File: src/hdl/matrix4_inverse_determinant_assert.svh
// ----------------------------------------------------------------------------
// matrix4_inverse_determinant assertion macros
// shared property forms for the matrix inverse block
// ----------------------------------------------------------------------------
`ifndef MATRIX4_INVERSE_DETERMINANT_ASSERT_SVH
`define MATRIX4_INVERSE_DETERMINANT_ASSERT_SVH

// same-cycle implication
`define M4INV_ASSERT_NOW(lbl, ante, cons, msg) \
	lbl: assert property (@(posedge clk) disable iff (!arst_n) (ante) |-> (cons)) else $error(msg);

// next-cycle implication
`define M4INV_ASSERT_NEXT(lbl, ante, cons, msg) \
	lbl: assert property (@(posedge clk) disable iff (!arst_n) (ante) |=> (cons)) else $error(msg);

`endif

File: src/hdl/m4inv_pkg.sv
// ----------------------------------------------------------------------------
// m4inv_pkg
// types, command and status structs and index tables of the matrix inverse
// ----------------------------------------------------------------------------
`default_nettype none

package m4inv_pkg;

	localparam int ELEM_WIDTH_DEF = 32;
	localparam int FRAC_BITS_DEF  = 16;

	typedef enum logic [2:0] {
		ST_LOAD,
		ST_OPA,
		ST_OPB,
		ST_MWAIT,
		ST_DIV,
		ST_DWAIT,
		ST_OUT,
		ST_ZOUT
	} state_t;

	typedef enum logic [1:0] {
		PH_MINOR,
		PH_DET,
		PH_ADJ
	} phase_t;

	typedef struct packed {
		logic       elem_wr;
		logic [3:0] elem_idx;
		logic       opnd_minor;
		logic [3:0] opnd_idx;
		logic       ld_a;
		logic       ld_b;
		logic       acc_upd;
		logic       acc_clr;
		logic       acc_sub;
		logic       minor_wr;
		logic [3:0] minor_idx;
		logic       det_wr;
		logic       div_start;
		logic       div_det;
		logic       out_load;
		logic       out_zero;
		logic       out_last;
	} cmd_t;

	typedef struct packed {
		logic mul_busy;
		logic div_busy;
		logic det_zero;
		logic out_free;
	} status_t;

	// first column of 2x2 minor p
	function automatic logic [1:0] pair_ca(input logic [2:0] p);
		case (p)
			3'd3, 3'd4: pair_ca = 2'd1;
			3'd5:       pair_ca = 2'd2;
			default:    pair_ca = 2'd0;
		endcase
	endfunction

	// second column of 2x2 minor p
	function automatic logic [1:0] pair_cb(input logic [2:0] p);
		case (p)
			3'd0:       pair_cb = 2'd1;
			3'd1, 3'd3: pair_cb = 2'd2;
			default:    pair_cb = 2'd3;
		endcase
	endfunction

	function automatic logic [1:0] src_row(input logic [1:0] j);
		case (j)
			2'd0:    src_row = 2'd1;
			2'd1:    src_row = 2'd0;
			2'd2:    src_row = 2'd3;
			default: src_row = 2'd2;
		endcase
	endfunction

	// columns other than i, ascending
	function automatic logic [1:0] adj_col(input logic [1:0] i, input logic [1:0] t);
		adj_col = (t >= i) ? 2'(t + 2'd1) : t;
	endfunction

	function automatic logic [2:0] adj_min(input logic [1:0] i, input logic [1:0] t);
		case ({i, t})
			4'b00_00: adj_min = 3'd5;
			4'b00_01: adj_min = 3'd4;
			4'b00_10: adj_min = 3'd3;
			4'b01_00: adj_min = 3'd5;
			4'b01_01: adj_min = 3'd2;
			4'b01_10: adj_min = 3'd1;
			4'b10_00: adj_min = 3'd4;
			4'b10_01: adj_min = 3'd2;
			4'b10_10: adj_min = 3'd0;
			4'b11_00: adj_min = 3'd3;
			4'b11_01: adj_min = 3'd1;
			default:  adj_min = 3'd0;
		endcase
	endfunction

endpackage

`default_nettype wire

File: src/hdl/m4inv_dp.sv
// ----------------------------------------------------------------------------
// m4inv_dp
// datapath: element and minor store, serial multiplier, accumulator,
// restoring divider, saturation and result register
// ----------------------------------------------------------------------------
`default_nettype none

module m4inv_dp #(
	parameter int ELEM_WIDTH = m4inv_pkg::ELEM_WIDTH_DEF,
	parameter int FRAC_BITS  = m4inv_pkg::FRAC_BITS_DEF
) (
	input  logic                         clk,
	input  logic                         arst_n,
	input  logic signed [ELEM_WIDTH-1:0] element,
	input  m4inv_pkg::cmd_t              cmd,
	output m4inv_pkg::status_t           status,
	input  logic                         out_ready,
	output logic                         out_valid,
	output logic signed [ELEM_WIDTH-1:0] value,
	output logic                         last,
	output logic                         singular,
	output logic                         overflow
);
	import m4inv_pkg::*;

	localparam int W    = ELEM_WIDTH;
	localparam int MW   = 2 * W + 1;
	localparam int PW   = 2 * MW;
	localparam int ACW  = 4 * W + 5;
	localparam int NUMW = 3 * W + 3 + 2 * FRAC_BITS;
	localparam int DVW  = (ACW > NUMW) ? ACW : NUMW;
	localparam int MCW  = $clog2(MW + 1);
	localparam int DCW  = $clog2(DVW + 1);

	logic signed [W-1:0]   elem_q [16];
	logic signed [MW-1:0]  minor_q [12];
	logic signed [ACW-1:0] acc_q, det_q, acc_d;
	logic signed [MW-1:0]  opnd, opa_q;

	logic signed [PW-1:0]  mc_q, prod_q;
	logic [MW-1:0]         mb_q;
	logic [MCW-1:0]        mcnt_q;
	logic                  mbusy_q;

	logic signed [DVW-1:0] num_s, den_s;
	logic [DVW-1:0]        num_abs, den_abs;
	logic [DVW-1:0]        dn_q, dd_q, rem_q, quo_q;
	logic [DVW:0]          r_sh;
	logic                  ge;
	logic                  dneg_q;
	logic [DCW-1:0]        dcnt_q;
	logic                  dbusy_q;
	logic signed [DVW:0]   qs;
	logic                  sat;
	logic signed [W-1:0]   qv;

	logic                  valid_q;

	assign opnd = cmd.opnd_minor ? minor_q[cmd.opnd_idx] : MW'(elem_q[cmd.opnd_idx]);

	always_comb begin
		acc_d = (cmd.acc_clr ? '0 : acc_q);
		if (cmd.acc_sub) begin
			acc_d = acc_d - ACW'(prod_q);
		end else begin
			acc_d = acc_d + ACW'(prod_q);
		end
	end

	always_ff @(posedge clk) begin
		if (cmd.elem_wr) begin
			elem_q[cmd.elem_idx] <= element;
		end
		if (cmd.ld_a) begin
			opa_q <= opnd;
		end
		if (cmd.acc_upd) begin
			acc_q <= acc_d;
		end
		if (cmd.minor_wr) begin
			minor_q[cmd.minor_idx] <= acc_d[MW-1:0];
		end
		if (cmd.det_wr) begin
			det_q <= acc_d;
		end
	end

	// shift-add multiplier, top multiplier bit carries negative weight
	always_ff @(posedge clk or negedge arst_n) begin
		if (!arst_n) begin
			mbusy_q <= 1'b0;
			mcnt_q <= '0;
		end else if (cmd.ld_b) begin
			mbusy_q <= 1'b1;
			mcnt_q <= MCW'(MW);
		end else if (mbusy_q) begin
			mcnt_q <= mcnt_q - 1'b1;
			if (mcnt_q == MCW'(1)) begin
				mbusy_q <= 1'b0;
			end
		end
	end

	always_ff @(posedge clk) begin
		if (cmd.ld_b) begin
			mc_q <= PW'(opa_q);
			mb_q <= opnd;
			prod_q <= '0;
		end else if (mbusy_q) begin
			if (mb_q[0]) begin
				prod_q <= (mcnt_q == MCW'(1)) ? prod_q - mc_q : prod_q + mc_q;
			end
			mc_q <= mc_q <<< 1;
			mb_q <= mb_q >> 1;
		end
	end

	// divider operands, determinant scaling is a shift of the magnitude
	always_comb begin
		if (cmd.div_det) begin
			num_s = DVW'(det_q);
		end else begin
			num_s = DVW'(acc_q) <<< (2 * FRAC_BITS);
		end
		den_s = DVW'(det_q);
		num_abs = num_s[DVW-1] ? DVW'(-num_s) : DVW'(num_s);
		den_abs = den_s[DVW-1] ? DVW'(-den_s) : DVW'(den_s);
		r_sh = {rem_q, dn_q[DVW-1]};
		ge = (r_sh >= {1'b0, dd_q});
	end

	always_ff @(posedge clk or negedge arst_n) begin
		if (!arst_n) begin
			dbusy_q <= 1'b0;
			dcnt_q <= '0;
		end else if (cmd.div_start && !cmd.div_det) begin
			dbusy_q <= 1'b1;
			dcnt_q <= DCW'(DVW);
		end else if (dbusy_q) begin
			dcnt_q <= dcnt_q - 1'b1;
			if (dcnt_q == DCW'(1)) begin
				dbusy_q <= 1'b0;
			end
		end
	end

	always_ff @(posedge clk) begin
		if (cmd.div_start) begin
			dn_q <= num_abs;
			dd_q <= den_abs;
			rem_q <= '0;
			if (cmd.div_det) begin
				quo_q <= num_abs >> (3 * FRAC_BITS);
				dneg_q <= num_s[DVW-1];
			end else begin
				quo_q <= '0;
				dneg_q <= num_s[DVW-1] ^ den_s[DVW-1];
			end
		end else if (dbusy_q) begin
			dn_q <= dn_q << 1;
			rem_q <= ge ? DVW'(r_sh - {1'b0, dd_q}) : r_sh[DVW-1:0];
			quo_q <= {quo_q[DVW-2:0], ge};
		end
	end

	// sign and saturation of the quotient
	always_comb begin
		qs = dneg_q ? -$signed({1'b0, quo_q}) : $signed({1'b0, quo_q});
		sat = !((qs[DVW:W-1] == '0) || (qs[DVW:W-1] == '1));
		if (!sat) begin
			qv = qs[W-1:0];
		end else if (qs[DVW]) begin
			qv = {1'b1, {(W-1){1'b0}}};
		end else begin
			qv = {1'b0, {(W-1){1'b1}}};
		end
	end

	always_ff @(posedge clk or negedge arst_n) begin
		if (!arst_n) begin
			valid_q <= 1'b0;
		end else if (cmd.out_load) begin
			valid_q <= 1'b1;
		end else if (out_ready) begin
			valid_q <= 1'b0;
		end
	end

	always_ff @(posedge clk) begin
		if (cmd.out_load) begin
			value <= cmd.out_zero ? '0 : qv;
			overflow <= cmd.out_zero ? 1'b0 : sat;
			singular <= (det_q == '0);
			last <= cmd.out_last;
		end
	end

	assign out_valid = valid_q;
	assign status.mul_busy = mbusy_q;
	assign status.div_busy = dbusy_q;
	assign status.det_zero = (det_q == '0);
	assign status.out_free = !valid_q || out_ready;

endmodule

`default_nettype wire

File: config.mk
export PLATFORM = sky130hd
export DESIGN_NAME = m4inv_dp
export DESIGN_NICKNAME = d
export VERILOG_FILES = /design/src/hdl/matrix4_inverse_determinant_assert.svh /design/src/hdl/m4inv_pkg.sv /design/src/hdl/m4inv_dp.sv
export SDC_FILE = /design/constraint.sdc
export NUM_CORES = 2
export LEC_CHECK = 0
export ABC_CLOCK_PERIOD_IN_PS = 14700
export BUFFER_PORTS_ARGS = -buffer_cell sky130_fd_sc_hd__clkbuf_2
export CORE_UTILIZATION = 31
export CTS_CLUSTER_DIAMETER = 100
export DETAILED_ROUTE_END_ITERATION = 16
export SLEW_MARGIN = 40
export SYNTH_ARGS = -nofsm -noshare
export SYNTH_HDL_FRONTEND = slang
export SYNTH_SLANG_ARGS = --single-unit
File: constraint.sdc
create_clock -name clk -period 14.7 [get_ports clk]
set_clock_uncertainty 0.2 [all_clocks]
set_input_delay 0 -clock clk [delete_from_list [all_inputs] [get_ports clk]]
set_output_delay 0 -clock clk [all_outputs]
set_load 0.005 [all_outputs]
### Word-level counts from Yosys, hierarchy flattened

Memories as Yosys holds them, arrays and structs flattened.
Cells that the tools add are included.

| word-level totals | value |
|---|---|
| register bits after elaboration | 1242 |
| bits in writable memories | 1292 |
| input bits | 61 |
| logic and storage cells | 88 |
| memories kept | 2 |

Memories:

| name | words | width | read ports | clocked after Yosys merged registers in | wr ports | RTL line | RTL |
|---|---|---|---|---|---|---|---|
| minor_q | 12 | 65 | 1 | 0 | 1 | m4inv_dp.sv:36 | `logic signed [MW-1:0] minor_q [12];` |
| elem_q | 16 | 32 | 1 | 0 | 1 | m4inv_dp.sv:35 | `logic signed [W-1:0] elem_q [16];` |

| operators by class | value |
|---|---|
| add/subtract/negate cells | 10 |
| $lt $le $gt $ge | 1 |
| eq/ne operators | 3 |
| mux-type cells | 37 |
| bitwise gates (word level) | 1 |
| reductions and logical operators | 13 |

Operators with widths:

| cell | count |
|---|---|
| two-way mux 133 bit | 9 |
| two-way mux 130 bit | 3 |
| negator 133 bit | 2 |
| two-way mux 65 bit | 3 |
| greater-or-equal comparator 134 x 133 -> 1 bit | 1 |
| two-way mux 134 bit | 1 |
| negator 133 -> 134 bit | 1 |
| adder 133 x 130 -> 133 bit | 1 |
| logical NOT 133 bit | 1 |
| subtractor 133 x 130 -> 133 bit | 1 |
| subtractor 133 bit | 1 |
| two-way mux 132 bit | 1 |
| adder 130 bit | 1 |
| subtractor 130 bit | 1 |
| equality test 103 bit (second input constant) | 1 |
| logical NOT 103 bit | 1 |
| two-way mux 85 bit | 1 |
| two-way mux 32 bit | 2 |
| two-way mux 8 bit | 2 |
| two-way mux 7 bit | 2 |
| two-way mux 1 bit | 13 |
| equality test 8 x 1 -> 1 bit (second input constant) | 1 |
| nonzero test 2 bit | 4 |
| subtractor 8 x 1 -> 8 bit (second input constant) | 1 |
| other kinds (7) | 10 |

### Depth between registers and ports, before layout

| depth | value |
|---|---|
| word-level depth | 5 |
| depth in mapped cells | 28 |
| gate-level depth less buffers | 27 |

### Worst setup path before layout

No wires, ideal clock.

| path | value |
|---|---|
| path type | reg2reg |
| start | register prod_q[42] |
| end | register acc_q[126] (data pin) |
| library setup time | 0.265 ns |
| data arrival time | 6.543 ns |
| slack | 7.693 ns |
| cell stages (with the launch flop) | 25 |
| buffers on the path | 1 |
| path through | dfxtp_1 or4_1 or3_1 or3b_2 or3_1 nor4_1 and3_1 nand2_1 nor2_1 nor2_1 xnor2_1 ha_1 clkbuf_1 nand3_1 or4_1 or2_2 a31oi_1 nor4_1 a21oi_1 a41oi_1 a21oi_1 a21boi_0 o21ai_0 a21oi_1 o311a_1 |

| between the ends | value |
|---|---|
| cells in the longest elaborated chain, start to end | 2 |
| elaborated cells between the ends (all ways) | 3 |

RTL lines:

| item | RTL line | RTL |
|---|---|---|
| start, declared | m4inv_dp.sv:40 | `logic signed [PW-1:0] mc_q, prod_q;` |
| start signal, assigned | m4inv_dp.sv:111 | `prod_q <= (mcnt_q == MCW'(1)) ? prod_q - mc_q : prod_q + mc_q;` |
| adder 133 x 130 -> 133 bit / subtractor 133 x 130 -> 133 bit (equally long branches) | m4inv_dp.sv:66, m4inv_dp.sv:64 |  |
| two-way mux 133 bit * | m4inv_dp.sv:63 | `if (cmd.acc_sub) begin` |
| named net acc_d[126] | m4inv_dp.sv:37 | `logic signed [ACW-1:0] acc_q, det_q, acc_d;` |
| end signal, assigned | m4inv_dp.sv:78 | `acc_q <= acc_d;` |
| end, declared | m4inv_dp.sv:37 |  |

Mark *: on every way through the listed nets, which the timed path passes. The rest lies on a longest branch.
A chain may end at the register's enable or synchronous reset.

### Worst setup path after layout

| path | value |
|---|---|
| start | register prod_q[6] |
| end | register det_q[126] (netlist: den_s[126]) (data pin) |

| between the ends | value |
|---|---|
| cells in the longest elaborated chain, start to end | 2 |
| elaborated cells between the ends (all ways) | 3 |

RTL lines:

| item | RTL line | RTL |
|---|---|---|
| adder 133 x 130 -> 133 bit / subtractor 133 x 130 -> 133 bit (equally long branches) | m4inv_dp.sv:66, m4inv_dp.sv:64 |  |
| two-way mux 133 bit * | m4inv_dp.sv:63 |  |
| named net acc_d[126] | m4inv_dp.sv:37 |  |
| end signal, assigned | m4inv_dp.sv:84 | `det_q <= acc_d;` |
| end, declared | m4inv_dp.sv:37 |  |

Marked as above.

==> results.py <==
metrics = {
    "timing": {
        "finalHoldViolCount": 0,
        "tns_ns": 0,
        "rsz0062_at_grt": "false",
        "setup_violations": 0,
        "worst_slack_ns": 6.31,
        "max_slew_margin": 0.390,
        "report.final.slew_viol_count": 0,
        "fmax_ghz": 0.119,
        "tightest_slew_ns": 0.908,
        "period_share": 0.571,
        "period_needed_ns": 8.39,
    },
    "clocking": {
        "cts-resized-gates": 0,
        "cts_root_buf": "clkbuf_16",
        "postCtsSetupBuffers": 0,
        "htree_levels": 5,
        "clk_pin_slew_ns": 0.07,
        "cts_buffer_depth": 4,
        "cts.sinks": 2534,
        "cts_hold_buf": 112,
        "cts_buffers": 281,
        "cts_tree": "yes",
        "clock_latency_ns": 0.96,
    },
    "global_route": {
        "overflow": 0,
        "antenna_found_initial": 25,
        "grt_first_pass_wirelength_microns": 660000,
        "grt_max_degree": 168,
        "grt_use_total": 0.191,
        "grt_pass1_vias": 97800,
    },
    "pwr": {
        "pwr-share-seq": 0.361,
        "comb_power_share": 0.438,
        "p_clk_frac": 0.201,
        "p_per_area_nw_per_um2": 221,
        "p_leak_nw": 55.6,
        "p_sw_frac": 0.428,
        "irDropWorstVdd_v": 0.000163,
        "power.internal_mw": 20.1,
        "power.switching_mw": 15.0,
    },
    "yosys": {
        "synth_nets": 13000,
        "synth.distinct_cells": 94,
        "avgSynthCellArea_sq_um": 11.1,
        "synth_area_sq_um": 140000,
        "synth_flop_cell": "edfxtp_1",
        "ys_ff_latch": 2534,
        "synth_edf_count": 2253,
        "yosysSeqAreaShare": 0.523,
        "ys.warnings.count": 0,
        "synth-async-reset-ratio": 0.00710,
        "synthCells": 12600,
    },
    "worst_hold_path": {
        "hold_end": "value[0]$_SDFFCE_PP0P_",
        "min_path_type": "in2reg",
        "holdCritStartpoint": "cmd[2]",
        "holdPathStages": 2,
    },
    "die": {
        "fp.dieW_microns": 675,
        "core_sq_um": 450000,
        "rows": 246,
        "start_util": 0.312,
        "die_area_sq_um": 455000,
        "dieHeight_microns": 675,
        "io_pins": 101,
    },
    "final_layout": {
        "layout-drive-gt1-share": 0.116,
        "n_fill_cell": 44200,
        "syn2layout_area_growth_pct": 13.0,
        "multiInputGateArea_sq_um": 63000,
        "finalInstanceArea_sq_um": 158000,
        "seq_area_sq_um": 73400,
        "nets": 13000,
    },
    "detailed_routing": {
        "drtIter0Drc": 11100,
        "drc_errors": 0,
        "dr.pass1.iters": 6,
        "viasPerCell": 5.50,
        "final_antenna_net_count": 0,
        "wl_microns": 450000,
        "num_vias": 103000,
        "routedWlPerCell_microns": 24.0,
    },
    "critical_path": {
        "required_ns": 15.18,
        "rrSetupSlack_ns": 6.31,
        "arrival_ns": 8.87,
        "r2r_end": "den_s[126]$_DFFE_PP_",
        "crit_type": "reg2reg",
        "reg2reg_depth": 24,
        "critPathCaptureType": "flip-flop",
        "timing.rr.start": "prod_q[6]$_SDFFE_PP0P_",
        "path_max_fanout": 9,
        "critPathLaunchType": "flip-flop",
        "startpoint": "prod_q[6]$_SDFFE_PP0P_",
    },
    "placed_design": {
        "io_buffers": 100,
        "dp_slack_ns": 6.28,
        "gp_congestion": 0.987,
        "dp_hpwl_microns": 325000,
        "dpl_cell_area_sq_um": 148000,
    },
    "outcome": {
        "status": "finished, final reports clean",
    },
    "job": {
        "maxCapViolations": 0,
    },
}
[worst max-delay path, stage by stage, from the launching register on]
cell,delay (ns)
dfxtp_1,0.39
nor4_1,0.74
nand4b_1,0.27
nand4b_1,0.42
nor2b_1,0.34
nand3_1,0.37
nor4_2,0.66
and3_1,0.34
nand2_1,0.11
nor2_1,0.10
nor2_1,0.06
xnor2_1,0.17
ha_1,0.49
nand3_1,0.15
or4_1,0.56
or2_2,0.33
a31oi_1,0.22
nor4_1,0.09
a21oi_1,0.44
a41oi_1,0.20
a21oi_1,0.32
a21boi_0,0.20
o21ai_0,0.46
a21oi_1,0.19
o311a_1,0.33
[cell families after synthesis]
| logic type | synth area share |
|---|---|
| AO/OA/AOI/OAI | 0.125 |
| XOR/XNOR | 0.0638 |
| adder cells (fa/ha/maj) | 0.0364 |
| buffers and inverters | 0.0340 |
| flip-flops | 0.523 |
| multiplexers | 0.0872 |
| AND/OR/NAND/NOR | 0.130 |
[power groups by stage]
stage | clock [mW] | combinational (mW) | sequential [mW]
after floorplan | 0 | 9.54 | 11.8
after global placement | 0 | 14.9 | 12.7
after detailed placement | 0 | 15.0 | 12.7
after CTS | 7.19 | 15.1 | 12.6
after global routing | 7.44 | 16.4 | 12.8
final | 7.06 | 15.4 | 12.7
[placed cells by master, fill, tap and decap left out, drive strengths merged, types with 67 or more instances in the layout]
| cell type | synthesis | final |
|---|---|---|
| nand2b | 85 | 85 |
| mux2i | 188 | 188 |
| o41ai | 67 | 67 |
| o22ai | 68 | 68 |
| a21oi | 892 | 892 |
| nor2b | 228 | 228 |
| a31oi | 145 | 145 |
| or4 | 94 | 94 |
| edfxtp | 2253 | 2253 |
| and3 | 67 | 67 |
| o21bai | 119 | 119 |
| or3 | 134 | 134 |
| ha | 403 | 403 |
| nor4 | 147 | 147 |
| nand2 | 1201 | 1201 |
| nand4 | 246 | 246 |
| clkbuf | 619 | 446 |
| o21ai | 736 | 736 |
| a311oi | 89 | 89 |
| dlygate4sd3 | 0 | 108 |
| nor2 | 829 | 829 |
| dfxtp | 263 | 263 |
| nand3 | 231 | 231 |
| inv | 529 | 553 |
| clkinv | 1 | 78 |
| mux2 | 208 | 208 |
| mux4 | 355 | 355 |
| o31ai | 153 | 153 |
| nor3 | 293 | 293 |
| xor2 | 298 | 298 |
| xnor2 | 723 | 723 |
| a21o | 192 | 192 |
| buf | 107 | 223 |
[Yosys cell counts (119+ instances only)]
cell      count  share of area
nand3_1     231         0.0082
edfxtp_1   2253           0.48
nor2b_1     228          0.010
o21ai_0     704          0.025
nor3_1      293          0.010
mux4_2      355          0.057
inv_1       528          0.014
dfxtp_1     263          0.038
a21oi_1     892          0.032
mux2_2      208          0.017
ha_1        403          0.036
xor2_1      298          0.019
o31ai_1     152         0.0081
nand4_1     246          0.011
xnor2_1     723          0.045
or3_1       131         0.0058
a21o_1      192          0.010
o21bai_1    119         0.0064
nand2_1    1201          0.032
mux2i_1     188          0.013
clkbuf_1    619          0.017
nor2_1      829          0.022
a31oi_1     145         0.0065
nor4_1      143         0.0064
[layout make-up]
class | instances | area share
flip-flops and latches | 2534 | 0.463
diodes | 16 | 0.000253
repair buffers | 417 | 0.0226
multi-input cells | 8788 | 0.397
clock inverters | 136 | 0.00984
inverters | 530 | 0.0126
clock buffers | 360 | 0.0472
well taps | 5952 | 0.0470
[registers in the layout (all words and copies together), names as in the netlist, 133 cells and up]
register,flops
den_s,133
dn_q,133
acc_q,133
rem_q,133
elem_q,512
dd_q,133
quo_q,133
minor_q,780
[how the worst max path moves through the flow]
stage / endpoint / slack, ns / cells past startpoint
after floorplan: acc_q[126]$_DFFE_PP_ / 7.69 / 24
after global placement: acc_q[126]$_DFFE_PP_ / 5.88 / 25
after detailed placement: acc_q[126]$_DFFE_PP_ / 6.28 / 24
after CTS: den_s[126]$_DFFE_PP_ / 6.29 / 25
after global routing: den_s[126]$_DFFE_PP_ / 5.78 / 24
final: den_s[126]$_DFFE_PP_ / 6.31 / 24
[per-layer routing]
| layer | global-route usage | share of wire |
|---|---|---|
| met3 | 0.0233 | 0.069 |
| met1 | 0.270 | 0.44 |
| met4 | 0.0664 | 0.038 |
| met5 | 0 | 0.000060 |
| met2 | 0.301 | 0.45 |
[through the flow]
stage	hold WS [ns]	power, mW	cells	util
finish	0.0435	35.1	18700	0.352
global route	0.0729	36.7	18700	0.352
CTS	0.0668	34.9	18700	0.352
detailed placement	-0.182	27.8	18100	0.329
global placement	-0.0247	27.6	18100	0.328
floorplan	-0.496	21.4	12600	-
(Power assumes the default switching activity.)
