**src/hdl/matrix4_inverse_determinant_assert.svh**
```systemverilog
// ----------------------------------------------------------------------------
// matrix4_inverse_determinant assertion macros
// shared property forms for the matrix inverse block
// ----------------------------------------------------------------------------
`ifndef MATRIX4_INVERSE_DETERMINANT_ASSERT_SVH
`define MATRIX4_INVERSE_DETERMINANT_ASSERT_SVH

// same-cycle implication
`define M4INV_ASSERT_NOW(lbl, ante, cons, msg) \
	lbl: assert property (@(posedge clk) disable iff (!arst_n) (ante) |-> (cons)) else $error(msg);

// next-cycle implication
`define M4INV_ASSERT_NEXT(lbl, ante, cons, msg) \
	lbl: assert property (@(posedge clk) disable iff (!arst_n) (ante) |=> (cons)) else $error(msg);

`endif

```
**src/hdl/m4inv_pkg.sv**
```systemverilog
// ----------------------------------------------------------------------------
// m4inv_pkg
// types, command and status structs and index tables of the matrix inverse
// ----------------------------------------------------------------------------
`default_nettype none

package m4inv_pkg;

	localparam int ELEM_WIDTH_DEF = 32;
	localparam int FRAC_BITS_DEF  = 16;

	typedef enum logic [2:0] {
		ST_LOAD,
		ST_OPA,
		ST_OPB,
		ST_MWAIT,
		ST_DIV,
		ST_DWAIT,
		ST_OUT,
		ST_ZOUT
	} state_t;

	typedef enum logic [1:0] {
		PH_MINOR,
		PH_DET,
		PH_ADJ
	} phase_t;

	typedef struct packed {
		logic       elem_wr;
		logic [3:0] elem_idx;
		logic       opnd_minor;
		logic [3:0] opnd_idx;
		logic       ld_a;
		logic       ld_b;
		logic       acc_upd;
		logic       acc_clr;
		logic       acc_sub;
		logic       minor_wr;
		logic [3:0] minor_idx;
		logic       det_wr;
		logic       div_start;
		logic       div_det;
		logic       out_load;
		logic       out_zero;
		logic       out_last;
	} cmd_t;

	typedef struct packed {
		logic mul_busy;
		logic div_busy;
		logic det_zero;
		logic out_free;
	} status_t;

	// first column of 2x2 minor p
	function automatic logic [1:0] pair_ca(input logic [2:0] p);
		case (p)
			3'd3, 3'd4: pair_ca = 2'd1;
			3'd5:       pair_ca = 2'd2;
			default:    pair_ca = 2'd0;
		endcase
	endfunction

	// second column of 2x2 minor p
	function automatic logic [1:0] pair_cb(input logic [2:0] p);
		case (p)
			3'd0:       pair_cb = 2'd1;
			3'd1, 3'd3: pair_cb = 2'd2;
			default:    pair_cb = 2'd3;
		endcase
	endfunction

	function automatic logic [1:0] src_row(input logic [1:0] j);
		case (j)
			2'd0:    src_row = 2'd1;
			2'd1:    src_row = 2'd0;
			2'd2:    src_row = 2'd3;
			default: src_row = 2'd2;
		endcase
	endfunction

	// columns other than i, ascending
	function automatic logic [1:0] adj_col(input logic [1:0] i, input logic [1:0] t);
		adj_col = (t >= i) ? 2'(t + 2'd1) : t;
	endfunction

	function automatic logic [2:0] adj_min(input logic [1:0] i, input logic [1:0] t);
		case ({i, t})
			4'b00_00: adj_min = 3'd5;
			4'b00_01: adj_min = 3'd4;
			4'b00_10: adj_min = 3'd3;
			4'b01_00: adj_min = 3'd5;
			4'b01_01: adj_min = 3'd2;
			4'b01_10: adj_min = 3'd1;
			4'b10_00: adj_min = 3'd4;
			4'b10_01: adj_min = 3'd2;
			4'b10_10: adj_min = 3'd0;
			4'b11_00: adj_min = 3'd3;
			4'b11_01: adj_min = 3'd1;
			default:  adj_min = 3'd0;
		endcase
	endfunction

endpackage

`default_nettype wire

```
**src/hdl/m4inv_ctrl.sv**
```systemverilog
// ----------------------------------------------------------------------------
// m4inv_ctrl
// sequencer: load, minors, determinant, adjugate terms, divisions, results
// ----------------------------------------------------------------------------
`default_nettype none

module m4inv_ctrl (
	input  logic              clk,
	input  logic              arst_n,
	input  logic              s_tvalid,
	input  logic              s_func,
	output logic              s_tready,
	input  m4inv_pkg::status_t status,
	output m4inv_pkg::cmd_t    cmd
);
	import m4inv_pkg::*;

	state_t     state_q, state_d;
	phase_t     phase_q, phase_d;
	logic [3:0] load_cnt_q, load_cnt_d;
	logic       func_q, func_d;
	logic [3:0] grp_q, grp_d;
	logic [2:0] term_q, term_d;

	logic       half;
	logic [2:0] pidx;
	logic [1:0] r0, r1, ca, cb, ai, aj, arow, acol;
	logic [1:0] t2;
	logic       a_minor, b_minor, t_sub, t_last;
	logic [3:0] a_idx, b_idx;

	// operand selection for the current product term
	always_comb begin
		half = (grp_q >= 4'd6);
		pidx = half ? 3'(grp_q - 4'd6) : grp_q[2:0];
		r0 = {half, 1'b0};
		r1 = {half, 1'b1};
		ca = pair_ca(pidx);
		cb = pair_cb(pidx);
		ai = grp_q[3:2];
		aj = grp_q[1:0];
		t2 = term_q[1:0];
		arow = src_row(aj);
		acol = adj_col(ai, t2);
		a_minor = 1'b0;
		b_minor = 1'b0;
		a_idx = '0;
		b_idx = '0;
		t_sub = 1'b0;
		t_last = 1'b0;
		case (phase_q)
			PH_MINOR: begin
				a_idx = term_q[0] ? {r1, ca} : {r0, ca};
				b_idx = term_q[0] ? {r0, cb} : {r1, cb};
				t_sub = term_q[0];
				t_last = (term_q == 3'd1);
			end
			PH_DET: begin
				a_minor = 1'b1;
				b_minor = 1'b1;
				a_idx = 4'(term_q);
				b_idx = 4'(4'd11 - 4'(term_q));
				t_sub = (term_q == 3'd1) || (term_q == 3'd4);
				t_last = (term_q == 3'd5);
			end
			PH_ADJ: begin
				b_minor = 1'b1;
				a_idx = {arow, acol};
				b_idx = ((aj < 2'd2) ? 4'd6 : 4'd0) + 4'(adj_min(ai, t2));
				t_sub = term_q[0] ^ ai[0] ^ aj[0];
				t_last = (term_q == 3'd2);
			end
			default: begin
				t_last = 1'b1;
			end
		endcase
	end

	always_ff @(posedge clk or negedge arst_n) begin
		if (!arst_n) begin
			state_q <= ST_LOAD;
			phase_q <= PH_MINOR;
			load_cnt_q <= '0;
			func_q <= 1'b0;
			grp_q <= '0;
			term_q <= '0;
		end else begin
			state_q <= state_d;
			phase_q <= phase_d;
			load_cnt_q <= load_cnt_d;
			func_q <= func_d;
			grp_q <= grp_d;
			term_q <= term_d;
		end
	end

	always_comb begin
		state_d = state_q;
		phase_d = phase_q;
		load_cnt_d = load_cnt_q;
		func_d = func_q;
		grp_d = grp_q;
		term_d = term_q;
		cmd = '0;
		s_tready = 1'b0;
		case (state_q)
			ST_LOAD: begin
				s_tready = 1'b1;
				if (s_tvalid) begin
					cmd.elem_wr = 1'b1;
					cmd.elem_idx = load_cnt_q;
					load_cnt_d = load_cnt_q + 4'd1;
					if (load_cnt_q == 4'd15) begin
						func_d = s_func;
						phase_d = PH_MINOR;
						grp_d = '0;
						term_d = '0;
						state_d = ST_OPA;
					end
				end
			end
			ST_OPA: begin
				cmd.ld_a = 1'b1;
				cmd.opnd_minor = a_minor;
				cmd.opnd_idx = a_idx;
				state_d = ST_OPB;
			end
			ST_OPB: begin
				cmd.ld_b = 1'b1;
				cmd.opnd_minor = b_minor;
				cmd.opnd_idx = b_idx;
				state_d = ST_MWAIT;
			end
			ST_MWAIT: begin
				if (!status.mul_busy) begin
					cmd.acc_upd = 1'b1;
					cmd.acc_clr = (term_q == 3'd0);
					cmd.acc_sub = t_sub;
					if (!t_last) begin
						term_d = term_q + 3'd1;
						state_d = ST_OPA;
					end else begin
						term_d = '0;
						case (phase_q)
							PH_MINOR: begin
								cmd.minor_wr = 1'b1;
								cmd.minor_idx = grp_q;
								state_d = ST_OPA;
								if (grp_q == 4'd11) begin
									phase_d = PH_DET;
									grp_d = '0;
								end else begin
									grp_d = grp_q + 4'd1;
								end
							end
							PH_DET: begin
								cmd.det_wr = 1'b1;
								state_d = ST_DIV;
							end
							default: begin
								state_d = ST_DIV;
							end
						endcase
					end
				end
			end
			ST_DIV: begin
				if (phase_q == PH_ADJ) begin
					cmd.div_start = 1'b1;
					state_d = ST_DWAIT;
				end else if (func_q) begin
					cmd.div_start = 1'b1;
					cmd.div_det = 1'b1;
					state_d = ST_DWAIT;
				end else if (status.det_zero) begin
					grp_d = '0;
					state_d = ST_ZOUT;
				end else begin
					phase_d = PH_ADJ;
					grp_d = '0;
					term_d = '0;
					state_d = ST_OPA;
				end
			end
			ST_DWAIT: begin
				if (!status.div_busy) begin
					state_d = ST_OUT;
				end
			end
			ST_OUT: begin
				if (status.out_free) begin
					cmd.out_load = 1'b1;
					cmd.out_last = func_q || (grp_q == 4'd15);
					if (func_q || (grp_q == 4'd15)) begin
						state_d = ST_LOAD;
					end else begin
						grp_d = grp_q + 4'd1;
						state_d = ST_OPA;
					end
				end
			end
			ST_ZOUT: begin
				if (status.out_free) begin
					cmd.out_load = 1'b1;
					cmd.out_zero = 1'b1;
					cmd.out_last = (grp_q == 4'd15);
					if (grp_q == 4'd15) begin
						state_d = ST_LOAD;
					end else begin
						grp_d = grp_q + 4'd1;
					end
				end
			end
			default: begin
				state_d = ST_LOAD;
			end
		endcase
	end

endmodule

`default_nettype wire

```
**config.mk**
```make
export PLATFORM = sky130hd
export DESIGN_NAME = m4inv_ctrl
export DESIGN_NICKNAME = d
export VERILOG_FILES = /design/src/hdl/matrix4_inverse_determinant_assert.svh /design/src/hdl/m4inv_pkg.sv /design/src/hdl/m4inv_ctrl.sv
export SDC_FILE = /design/constraint.sdc
export NUM_CORES = 1
export LEC_CHECK = 0
export ABC_AREA = 1
export BUFFER_PORTS_ARGS = -buffer_cell sky130_fd_sc_hd__buf_4
export CORE_ASPECT_RATIO = 0.8
export CORE_MARGIN = 5
export CORE_UTILIZATION = 61
export DETAILED_ROUTE_END_ITERATION = 16
export PLACE_DENSITY = 0.86
export SLEW_MARGIN = 20
export SYNTH_ARGS = -nofsm -noshare
export SYNTH_HDL_FRONTEND = slang
export SYNTH_SLANG_ARGS = --single-unit
```
**constraint.sdc**
```tcl
create_clock -name clk -period 3.1 [get_ports clk]
set_input_delay 0.155 -clock clk [delete_from_list [all_inputs] [get_ports clk]]
set_output_delay 0.155 -clock clk [all_outputs]
set_load 0.02 [all_outputs]
```
* Word level (Yosys, flattened, before mapping)
Memory sizes are Yosys's and may differ from the RTL's.
Index checks and enable logic that the tools add are counted.
** Operators by class
- $add $sub $neg :: 7
- Equality and inequality tests :: 37
- Mux-type cells :: 80
- Bitwise operators :: 2
- $lt $le $gt $ge :: 3
- Reductions and logical operators :: 18
** Operator list (count)
- 3-bit two-way mux :: 25
- 4-bit two-way mux :: 12
- 2-bit inequality test, second input constant :: 14
- 3-bit equality test, second input constant :: 8
- 2-bit two-way mux :: 12
- 3-bit case mux with 8 select lines :: 1
- 4-bit case mux with 3 select lines :: 2
- 4-bit case mux with 5 select lines :: 1
- 9-bit two-way mux :: 2
- 5-bit two-way mux :: 3
- 7-bit AND reduction :: 2
- 3-bit by 2-bit equality test with 1-bit output, second input constant :: 4
- 4-bit equality test, second input constant :: 3
- 2-bit case mux with 3 select lines :: 2
- 12-bit AND reduction :: 1
- 1-bit two-way mux :: 11
- 5-bit case mux with 2 select lines :: 1
- 10-bit AND reduction :: 1
- 3-bit by 1-bit equality test with 1-bit output, second input constant :: 3
- 3-bit zero test :: 3
- 3-bit case mux with 3 select lines :: 1
- 4-bit by 1-bit adder with 4-bit output, second input constant :: 2
- 2-bit case mux with 2 select lines :: 2
- 6-bit two-way mux :: 1
- other kinds (21) :: 30
** Storage, ports and cells
- Output and inout bits :: 27
- Memories :: 1
- Logic and storage cells :: 154
- Bits in read-only memories :: 48
- Register bits :: 17
** Memories
- (name not given) :: depth 16, bits a word 3, rd ports 1, clocked after memory_dff 0, write ports 0, line m4inv_pkg.sv:89 : case ({i, t})

* Longest topological paths before layout
Gate-level depths: netlist (run 1).
- Depth in word-level cells :: 8
- Depth in mapped cells :: 13

* Worst setup path before layout (run 1)
No wires, ideal clock.
- Kind :: register to output
- From :: register term_q[0]
- To :: output port cmd[18] (netlist name)
- Stages on the path, launching flop included :: 14
- Path slack :: 811 ps
- Data arrival time :: 2134 ps
- Cell sequence :: dfrtp_1 > buf_4 > inv_1 > ha_1 > inv_1 > nand2_1 > o22ai_1 > a21oi_1 > ha_1 > inv_1 > fa_1 > o221ai_1 > nand2_1 > nand2_1
** RTL lines
- start: declaration :: line m4inv_ctrl.sv:23 : logic [2:0] term_q, term_d;
- start signal: assignment :: line m4inv_ctrl.sv:93 : term_q <= term_d;
- end: declaration :: line m4inv_ctrl.sv:14 : output m4inv_pkg::cmd_t cmd

==> reports/results.ini, run 1 <==
[grt]
grt_max_degree=18
grt_pass1_vias=1840
grt_antenna_before_repair=0
track_usage_pct=25.4
grt_pass1_wl_um=8820
grt.overflow.total=0

[final_layout]
final_cells=377
drive_gt1_share_pct=19.9
num-fill-cells=257
nets=363
n_antenna_cell=0
syn_to_final_growth_pct=16.1

[min_path]
hold_start=s_func
min_path_cells=3
hp-class=in2reg
hold_path_end=func_q

[critical_path]
worstPathCellList=inv_1 -> ha_1 -> inv_1 -> nand2_1 -> o22ai_1 -> a21oi_1 -> ha_1 -> inv_1 -> fa_1 -> o221ai_1 -> nand2_1 -> nand2_1 -> buf_4
cp.arrival_ns=2.63
rrSetupSlack_ns=1.17
crit_slowest_cell=dfrtp_1
rr_worst_depth=11
worstReg2RegStart=phase_q[0]
worstSetupEndpointType=output pin
cpPeakStageDelay_ns=0.45
critPathKind=reg2out
critPathLaunchType=flop
crit_required_ns=2.94
cp_max_fo=7
r2r_end=state_q[2]

[sta]
fmax_mhz=359
hold_violations=0
worst_slew_pin_slew_ns=0.433
tns_ns=0
min_period_ns=2.79
fin_skew_ns=0.00188
drv_slew=0
min_period_over_period_pct=89.9
grt_setup_unrepaired=no
setup_viol=0
relSlewSlack_pct=71.1
whs_ns=0.114

[route]
wl_per_cell_um=14.3
ant_nets=0
dr.pass1.iters=6
vias=2075
routed_via_density=5.50
drc_errors=0
drt_iter0_drc=141
totalWireLength_um=5390

[floorplan]
fp.dieArea_um2=4470
dieHeight_um=60.8
rows=18
boundaryPins=35
initial_core_util_pct=63.8
die_w_um=73.5
core-area_um2=3090

[yosys]
synth_area_um2=1970
seq_area_frac_synth_pct=21.6
synth_cell_type_count=33
ys_ff_latch=17
ys_warn_count=0
synthesis.nets=330
netlist_instances=305
syn_avg_cell_area_um2=6.46

[run_status]
status=finished, final reports clean

[power_and_ir_drop]
clockPowerShare_pct=8.1
power_frac_comb_pct=71.6
power.share.sequential_pct=20.3
switching_share_pct=56.9
powerDensity_nw_per_um2=890
ir_drop_mv=0.690
p_leak_nw=1.27
total_power_mw=2.04
p_switching_mw=1.16
internal-power_mw=0.878

[clock_network]
cts.clk_slew.worst_paths_ns=0.06
cts_root_buffer=clkbuf_8
htreeDepth=1
cts_buffer_depth=2
cts_resized=0
cts-buffers-inserted=3
cts_tree=built
clock_sinks=17
insertion_delay_ns=0.25

[placement]
dp_hpwl_um=4360
port_buffers=34
gp_congestion=0.982
dp_cells=372

[job]
drv_cap=0

-- kinds of logic (layout without fill, tap and decap cells) --
| group | after synthesis | count (layout) | synth area share (%) |
|---|---|---|---|
| AOI/OAI and AO/OA | 36 | 36 | 10.4 |
| xor gates and xnor gates | 6 | 6 | 2.67 |
| adders and majority gates | 17 | 17 | 11.2 |
| buffers and inverters | 55 | 87 | 11.6 |
| DFF | 17 | 17 | 21.6 |
| and+or+nand+nor | 174 | 174 | 42.6 |
-- per-layer routing --
metal  part of all wire, %  track usage [%]  routed length [um]  vias up
met2                    45             39.0                2410       69
met4                  0.43             2.33                  23        0
met1                    48             38.1                2590      956
li1                      -                -                   -     1044
met5                     0                0                   0        -
met3                   6.6             5.13                 358        6
-- cells in the final DEF (no fill, tap or decap), types with 2 or more instances in the layout --
master    count
inv_2         7
nor2_1       24
o21ai_0      16
nand4_1       8
nor3_1        7
nand3_2       6
nand2_2       6
xor2_1        5
a21oi_1       6
clkbuf_8      3
dfrtp_1      17
nand3_1      28
nand2_1      85
buf_4        35
nor2_2        4
inv_1        40
o221ai_1      2
o21ai_1       5
a21boi_0      2
nor2_4        3
ha_1         16
-- critical path: cells and delay by family, from the launching register on --
kind	cells	cell delay [ns]
and+or+nand+nor	3	0.23
AOI/OAI and AO/OA	3	0.43
buffers and inverters	4	0.47
adders and majority gates	3	0.79
DFF	1	0.45
-- stage by stage --
stage	worst slack [ns]	utilization [%]	instance area, um2
CTS	0.354	74.1	2290
floorplan	0.811	-	1970
finish	0.312	74.1	2290
detailed placement	0.650	72.3	2230
global route	0.114	74.1	2290
global placement	0.711	72.3	2230
-- layout make-up --
cell class / instances / area, um2 / share of cell area [%]
inverters: 47 / 176 / 7.72
clock buffers: 4 / 45.0 / 1.97
repair buffers: 36 / 273 / 11.9
well taps: 40 / 50.0 / 2.19
multi-input cells: 233 / 1320 / 57.6
flip-flops and latches: 17 / 425 / 18.6
-- sequential cells by signal, summed over array words and instances, names as in the netlist --
name        flops
load_cnt_q      4
func_q          1
state_q         3
term_q          3
phase_q         2
grp_q           4
-- Yosys cell counts (all sizes together) --
master / instances / area, um2
a211oi: 1 / 7.51
o211ai: 1 / 7.51
o21ai: 21 / 105
dfrtp: 17 / 425
a21oi: 6 / 30.0
nand3: 35 / 218
a21o: 1 / 7.51
fa: 1 / 20.0
nor2: 32 / 169
nand2: 92 / 368
xor2: 5 / 43.8
nand4: 8 / 50.1
a21boi: 2 / 15.0
clkbuf: 1 / 5.00
a22oi: 1 / 7.51
o221ai: 2 / 17.5
o22ai: 1 / 6.26
buf: 7 / 46.3
nor3: 7 / 35.0
xnor2: 1 / 8.76
ha: 16 / 200
inv: 47 / 176
-- power groups by stage --
stage	sequential (mW)	combinational (mW)	clock (mW)
3_5_place_dp	0.415	1.43	0
4_1_cts	0.411	1.44	0.172
6_report	0.413	1.46	0.164
5_1_grt	0.426	1.62	0.180
2_1_floorplan	0.363	1.09	0
3_3_place_gp	0.410	1.41	0
-- worst max path at each step --
stage	start	to	slack (ns)
global route	term_q[1]	cmd[18]	0.11
global placement	term_q[1]	cmd[18]	0.71
finish	term_q[1]	cmd[18]	0.31
detailed placement	term_q[1]	cmd[18]	0.65
floorplan	term_q[0]	cmd[18]	0.81
CTS	term_q[1]	cmd[18]	0.35
-- what timing repair did --
| action | CTS | global route |
|---|---|---|
| hold buffers | 1 | 0 |
| setup buffers | 0 | 0 |
| hold endpoints to repair | 17 | 0 |
(Power assumes the default switching activity.)
==> inputs of run 2 (changes only) <==
--- a/config.mk
+++ b/config.mk
@@ -6,5 +6,4 @@
 export NUM_CORES = 1
 export LEC_CHECK = 0
-export ABC_AREA = 1
 export BUFFER_PORTS_ARGS = -buffer_cell sky130_fd_sc_hd__buf_4
 export CORE_ASPECT_RATIO = 0.8
==> constraint.sdc (replaced) <==
create_clock -name clk -period 3.1 [get_ports clk]
set_input_delay 0.155 -clock clk [delete_from_list [all_inputs] [get_ports clk]]
set_output_delay 0.155 -clock clk [all_outputs]
set_load 0.005 [all_outputs]
==> run 2 against run 1 <==
  * Clock skew about the same
  * Sequential share of layout area up 0.82 points
  * Clock-buffer cell count unchanged
  * Critical path depth down 2
  * Worst setup slack worse by 0.13 ns
  * Register-to-register slack worse by 0.56 ns
  * Worst hold slack better by 0.023 ns
  * Critical path type unchanged
  * Largest power group unchanged
  * Highest routed layer unchanged
==> reports/results.ini, run 2 <==
[critical_path]
cp_num_buf_inv=4  ; unchanged
crit_top_cell=inv_1
worstPathCellList=inv_1 -> ha_2 -> nand2_1 -> a31oi_1 -> ha_1 -> inv_1 -> fa_1 -> inv_1 -> a222oi_1 -> o22ai_1 -> buf_4  ; was inv_1 -> ha_1 -> inv_1 -> nand2_1 -> o22ai_1 -> a21oi_1 -> ha_1 -> inv_1 -> fa_1 -> o221ai_1 -> nand2_1 -> nand2_1 -> buf_4
crit_slowest_cell=dfrtp_1  ; unchanged
critPathKind=reg2out  ; unchanged
cp.arrival_ns=2.76  ; was 2.63 ns
cpPeakStageDelay_ns=0.47  ; was 0.45 ns
crit_required_ns=2.94  ; about the same
critPathLaunchType=flop  ; unchanged
path_delay_family=adder cells  ; unchanged
cp_max_fo=8  ; was 7
path_depth=11  ; was 13
rr_worst_depth=7  ; was 11
worstSetupEndpointType=output pin  ; unchanged

[floorplan]
fp.dieArea_um2=4300  ; was 4470 um2
die_w_um=72.1  ; was 73.5 um
rows=18  ; unchanged
dieHeight_um=59.6  ; was 60.8 um
core-area_um2=3020  ; was 3090 um2
boundaryPins=35  ; unchanged
initial_core_util_pct=62.3  ; was 63.8%

[final_layout]
reg.largest.list=grp_q: 4 flops, load_cnt_q: 4 flops  ; unchanged
final_common_cell=buf_4  ; was nand2_1
nets=284  ; was 363
most-common-layout-cells=buf_4, nand2_1, dfrtp_1  ; was nand2_1, inv_1, buf_4
num-fill-cells=233  ; was 257
design_area_um2=2200  ; was 2290 um2
drive_gt1_share_pct=19.8  ; was 19.9%
syn_to_final_growth_pct=16.8  ; was 16.1%
n_antenna_cell=0  ; unchanged

[yosys]
synth_top_family_by_area=simple AND/OR/NAND/NOR gates  ; unchanged
synthesis.nets=258  ; was 330
ys.flop_type=dfrtp_1  ; unchanged
yosysTopAreaCell=dfrtp_1  ; unchanged
yosysMostFrequentCell=dfrtp_1  ; was nand2_1
ys_ff_latch=17  ; unchanged
synth_top_area_share_pct=22.6  ; was 21.6%
synth_commonest_cells=dfrtp_1, ha_1, nand2_1  ; was nand2_1, inv_1, nand3_1
synth_edf_count=0  ; unchanged
synthMuxAreaShare_pct=3.60  ; was 0%
synth_compound_area_share_pct=26.3  ; was 10.4%
synth_area_um2=1880  ; was 1970 um2
ys_warn_count=0  ; unchanged
synth_area_leaders=dfrtp_1, ha_1, a21oi_1  ; was dfrtp_1, nand2_1, ha_1
synthSimpleGateAreaFrac_pct=27.3  ; was 42.6%
seq_area_frac_synth_pct=22.6  ; was 21.6%
synthAdderAreaFrac_pct=11.7  ; was 11.2%
async_flop_share_pct=100  ; unchanged
synth_xor_area_share_pct=2.33  ; was 2.67%
netlist_instances=233  ; was 305
syn_avg_cell_area_um2=8.07  ; was 6.46 um2
synth_cell_type_count=55  ; was 33

[sta]
min_period_ns=2.91  ; was 2.79 ns
relSlewSlack_pct=60.8  ; was 71.1%
worst_slew_pin_slew_ns=0.583  ; was 0.433 ns
finalWorstSetupSlack_ns=0.187  ; was 0.312 ns
fin_skew_ns=0.00192  ; was 0.00188 ns
tns_ns=0  ; unchanged
grt_setup_unrepaired=no  ; unchanged
fmax_mhz=343  ; was 359 MHz
drv_slew=0  ; unchanged
setup_viol=0  ; unchanged
hold_violations=0  ; unchanged
min_period_over_period_pct=94.0  ; was 89.9%

[clock_network]
htreeDepth=1  ; unchanged
post_cts_buffers=0  ; unchanged
cts.clk_slew.worst_paths_ns=0.07  ; was 0.06 ns
cts_root_buffer=clkbuf_8  ; unchanged
clock_sinks=17  ; unchanged
cts_tree=built  ; unchanged
cts-buffers-inserted=3  ; unchanged
insertion_delay_ns=0.25  ; about the same
cts_buffer_depth=2  ; unchanged

[route]
totalWireLength_um=5190  ; was 5390 um
ant_nets=0  ; unchanged
drt_iter0_drc=226  ; was 141
dr.pass1.iters=6  ; unchanged
routed_via_density=6.60  ; was 5.50
wl_per_cell_um=17.4  ; was 14.3 um
drc_errors=0  ; unchanged
vias=1967  ; was 2075

[grt]
use_met1_pct=35.4  ; was 38.1%
met2_usage_pct=39.3  ; was 39.0%
track_usage_pct=25.3  ; was 25.4%
busiest_layer=met2  ; unchanged
use_met3_pct=5.59  ; was 5.13%
grt_max_degree=24  ; was 18
grt_antenna_before_repair=0  ; unchanged
grt_pass1_vias=1814  ; was 1840
grt_pass1_wl_um=8560  ; was 8820 um
grt.overflow.total=0  ; unchanged

[placement]
gp_congestion=0.879  ; was 0.982
dp_hpwl_um=3750  ; was 4360 um
port_buffers=34  ; unchanged
pre_cts_slack_ns=0.361  ; was 0.650 ns
placed_cell_area_um2=2140  ; was 2230 um2

[power_and_ir_drop]
clockPowerShare_pct=9.5  ; was 8.1%
internal-power_mw=0.926  ; was 0.878 mW
power_frac_comb_pct=65.6  ; was 71.6%
power.share.sequential_pct=25.0  ; was 20.3%
switching_share_pct=48.3  ; was 56.9%
p_leak_nw=1.01  ; was 1.27 nW
p_switching_mw=0.865  ; was 1.16 mW
powerDensity_nw_per_um2=816  ; was 890 nW/um2
ir_drop_mv=0.458  ; was 0.690 mV

[min_path]
hp-class=in2reg  ; unchanged
min_path_cells=2  ; was 3

[run_status]
status=finished, final reports clean  ; unchanged

[job]
drv_cap=0  ; unchanged

==> run 2: routing by layer <==
metal  vias to the layer above  routed length (um)
li1                        911                   -
met1                       943                2340
met2                        95                2340
met3                        18                 376
met4                         0                 137
met5                         -                   0
==> run 2: timing repair <==
| item | 4_1_cts | 5_1_grt |
|---|---|---|
| hold buffers | 1 | 0 |
| endpoints found under the hold margin | 17 | 0 |
| gates resized for setup | 0 | 3 |
| endpoints found under the setup margin | 0 | 1 |
==> run 2: through the flow <==
| step | std cells | util [%] | hold WS, ns | total power [mW] |
|---|---|---|---|---|
| detailed placement | 293 | 70.8 | 0.0362 | 1.57 |
| CTS | 298 | 72.6 | 0.137 | 1.76 |
| global route | 298 | 72.8 | 0.141 | 1.94 |
| finish | 298 | 72.8 | 0.137 | 1.79 |
| global placement | 293 | 70.8 | 0.0325 | 1.55 |
| floorplan | 233 | - | -0.141 | 1.24 |
==> run 2: worst paths after layout <==
| kind | from | to | slack (ns) |
|---|---|---|---|
| worst max-delay path | term_q[1] | cmd[18] | 0.19 |
| worst min-delay path | s_func | func_q | 0.14 |
| worst max register to register | phase_q[0] | term_q[0] | 0.61 |
| worst min register to register | load_cnt_q[3] | load_cnt_q[3] | 0.51 |
| max in group asynchronous | arst_n | term_q[0] | 2.57 |
| min in group asynchronous | arst_n | func_q | 0.32 |
==> run 2: worst register-to-register path, delay by kind of cell (launching register included) <==
family / cells / cell delay (ns)
DFF: 1 / 0.40
and+or+nand+nor: 3 / 0.91
adders and majority gates: 1 / 0.53
AOI/OAI and AO/OA: 1 / 0.26
buffers and inverters: 1 / 0.12
muxes: 1 / 0.20
==> run 2: final cells by class <==
cell class	instances	area [um2]	area share, %
timing repair buffer	38	288	13.1
multi-input combinational	187	1340	61.1
clock buffer	4	45.0	2.05
sequential	17	427	19.4
tap	40	50.0	2.28
inverter	12	45.0	2.05
==> run 2: cells by family (layout without fill, tap and decap cells) <==
kind of cell | after synthesis | count (layout)
AO/OA/AOI/OAI | 70 | 70
XOR/XNOR | 5 | 5
adder cells (fa/ha/maj) | 17 | 17
buffers and inverters | 29 | 54
flip-flops | 17 | 17
multiplexers | 6 | 6
AND/OR/NAND/NOR | 89 | 89
==> run 2: power by group through the flow <==
stage,clock network [mW],logic [mW],registers (mW)
4_1_cts,0.171,1.14,0.440
3_5_place_dp,0,1.13,0.444
6_report,0.169,1.17,0.447
5_1_grt,0.182,1.29,0.464
3_3_place_gp,0,1.11,0.438
2_1_floorplan,0,0.884,0.355
==> inputs of run 3 (changes only) <==
Clock period 3.1 ns to 3.4 ns, I/O delays scaled along.
==> run 3 against run 2 <==
  * Sequential cell count is the same
  * Sequential share of layout area grew 0.11 points
  * Non-clock buffer count shrank 2
  * Clock-buffer cell count is the same
  * Largest power group unchanged
==> reports/results.ini, run 3 (synthesized netlist as in run 2, its figures left out) <==
[grt]
grt_max_degree=25  ; was 24
grt_pass1_wl_um=8350  ; was 8560 um
grt.overflow.total=0  ; unchanged
track_usage_pct=24.5  ; was 25.3%
grt_pass1_vias=1753  ; was 1814
grt_antenna_before_repair=0  ; unchanged

[floorplan]
core-area_um2=3020  ; unchanged
boundaryPins=35  ; unchanged
initial_core_util_pct=62.3  ; unchanged
fp.dieArea_um2=4300  ; unchanged
rows=18  ; unchanged
dieHeight_um=59.6  ; unchanged
die_w_um=72.1  ; unchanged

[sta]
fin_skew_ns=0.00295  ; was 0.00192 ns
grt_setup_unrepaired=no  ; unchanged
drv_slew=0  ; unchanged
fmax_mhz=333
relSlewSlack_pct=57.0  ; was 60.8%
setup_viol=0  ; unchanged
hold_violations=0  ; unchanged
min_period_ns=3.01
worst_slew_pin_slew_ns=0.644  ; was 0.583 ns
tns_ns=0  ; unchanged
min_period_over_period_pct=88.4

[power_and_ir_drop]
ir_drop_mv=0.494  ; was 0.458 mV
p_leak_nw=1.00  ; was 1.01 nW
total_power_mw=1.58  ; was 1.79 mW
powerDensity_nw_per_um2=727  ; was 816 nW/um2

[critical_path]
crit_top_cell=inv_1  ; unchanged
cpPeakStageDelay_ns=0.49  ; was 0.47 ns
worstReg2RegStart=phase_q[0]  ; unchanged
path_delay_family=adder cells  ; unchanged
crit_slowest_cell=dfrtp_1  ; unchanged
critPathLaunchType=flop  ; unchanged
crit_required_ns=3.23  ; was 2.94 ns
rrSetupSlack_ns=0.96  ; was 0.61 ns
cp.arrival_ns=2.84  ; was 2.76 ns
critPathKind=reg2out  ; unchanged
worstPathCellList=inv_1 -> ha_1 -> nand2_1 -> a31oi_1 -> ha_1 -> inv_1 -> fa_1 -> inv_1 -> a222oi_1 -> o22ai_1 -> buf_4  ; was inv_1 -> ha_2 -> nand2_1 -> a31oi_1 -> ha_1 -> inv_1 -> fa_1 -> inv_1 -> a222oi_1 -> o22ai_1 -> buf_4
cp_num_buf_inv=4  ; unchanged
r2r_end=term_q[0]  ; unchanged
cp_max_fo=10  ; was 8
rr_worst_depth=7  ; unchanged
worstSetupEndpointType=output pin  ; unchanged

[final_layout]
design_area_um2=2180  ; was 2200 um2
syn_to_final_growth_pct=15.8  ; was 16.8%
final_common_cell=buf_4  ; unchanged
most-common-layout-cells=buf_4, dfrtp_1, nand2_1, ha_1, nor2_1  ; was buf_4, nand2_1, dfrtp_1
reg.largest.list=grp_q: 4 flops, load_cnt_q: 4 flops  ; unchanged
drive_gt1_share_pct=18.0  ; was 19.8%
n_antenna_cell=0  ; unchanged
num-fill-cells=248  ; was 233
final_cells=296  ; was 298
nets=282  ; was 284

[min_path]
hp-class=in2reg  ; unchanged
hold_start=s_func  ; unchanged
min_path_cells=2  ; unchanged
hold_path_end=func_q  ; unchanged

[placement]
dp_hpwl_um=3550  ; was 3750 um
dp_cells=291  ; was 293
gp_congestion=0.885  ; was 0.879
port_buffers=34  ; unchanged
placed_cell_area_um2=2120  ; was 2140 um2

[route]
ant_nets=0  ; unchanged
dr.pass1.iters=6  ; unchanged
wl_per_cell_um=16.2  ; was 17.4 um
totalWireLength_um=4780  ; was 5190 um
vias=1848  ; was 1967
drt_iter0_drc=149  ; was 226
drc_errors=0  ; unchanged
routed_via_density=6.24  ; was 6.60

[clock_network]
clock_sinks=17  ; unchanged
insertion_delay_ns=0.25  ; about the same
cts_resized=0  ; unchanged
post_cts_buffers=0  ; unchanged
cts-buffers-inserted=3  ; unchanged
cts_tree=built  ; unchanged
cts_buffer_depth=2  ; unchanged
htreeDepth=1  ; unchanged
cts.clk_slew.worst_paths_ns=0.07  ; about the same
cts_root_buffer=clkbuf_8  ; unchanged

[job]
drv_cap=0  ; unchanged

[run_status]
status=finished, final reports clean  ; unchanged

## run 3: changes by cell type in the layout (fill, tap and decap cells not counted), sizes merged
cell and change:
buf -2
## run 3: repair_timing
item                       4_1_cts  5_1_grt
setup endpoints to repair        0        0
hold buffers                     1        0
hold endpoints to repair        17        0
## run 3: report_power, final
| group | switching (mW) | internal [mW] |
|---|---|---|
| sequential | 0.183 | 0.264 |
| combinational | 0.506 | 0.477 |
| clock | 0.0703 | 0.0833 |
## run 3: worst max-delay path by stage
| stage | cells past startpoint | start | end | slack [ns] |
|---|---|---|---|---|
| 5_1_grt | 11 | term_q[0] | cmd[18] | 0.16 |
| 6_report | 11 | term_q[0] | cmd[18] | 0.39 |
| 3_3_place_gp | 12 | term_q[0] | cmd[18] | 0.76 |
| 3_5_place_dp | 11 | term_q[0] | cmd[18] | 0.67 |
| 4_1_cts | 11 | term_q[0] | cmd[18] | 0.39 |
| 2_1_floorplan | 12 | term_q[0] | cmd[18] | 1.01 |
## run 3: worst reg2reg max path, stage by stage, from the launching register on
cell	delay, ns
dfrtp_1	0.39
inv_1	0.11
ha_1	0.52
nor4bb_1	0.14
o21a_1	0.26
or4b_4	0.53
nor2_1	0.24
mux2_1	0.18
## run 3: per-layer routing
| metal | GRT usage, % | vias up | part of all wire (%) |
|---|---|---|---|
| met5 | 0 | - | 0 |
| met4 | 8.04 | 0 | 0.92 |
| met3 | 5.59 | 6 | 6.8 |
| met2 | 33.9 | 61 | 43 |
| met1 | 36.9 | 863 | 50 |
| li1 | - | 918 | - |
## run 3: per-stage QoR
step                worst slack [ns]  utilization [%]  hold slack [ns]
detailed placement             0.667             70.3           0.0478
floorplan                       1.01                -           -0.126
global placement               0.757             70.3           0.0476
global route                   0.155             72.1            0.158
finish                         0.394             72.1            0.154
CTS                            0.390             72.1            0.153
## run 3: cell type report
| class | instances | area [um2] | share of cell area, % |
|---|---|---|---|
| Multi-Input combinational cell | 187 | 1340 | 61.5 |
| Sequential cell | 17 | 425 | 19.5 |
| Timing Repair Buffer | 36 | 273 | 12.5 |
| Tap cell | 40 | 50.0 | 2.30 |
| Clock buffer | 4 | 45.0 | 2.07 |
| Inverter | 12 | 45.0 | 2.07 |
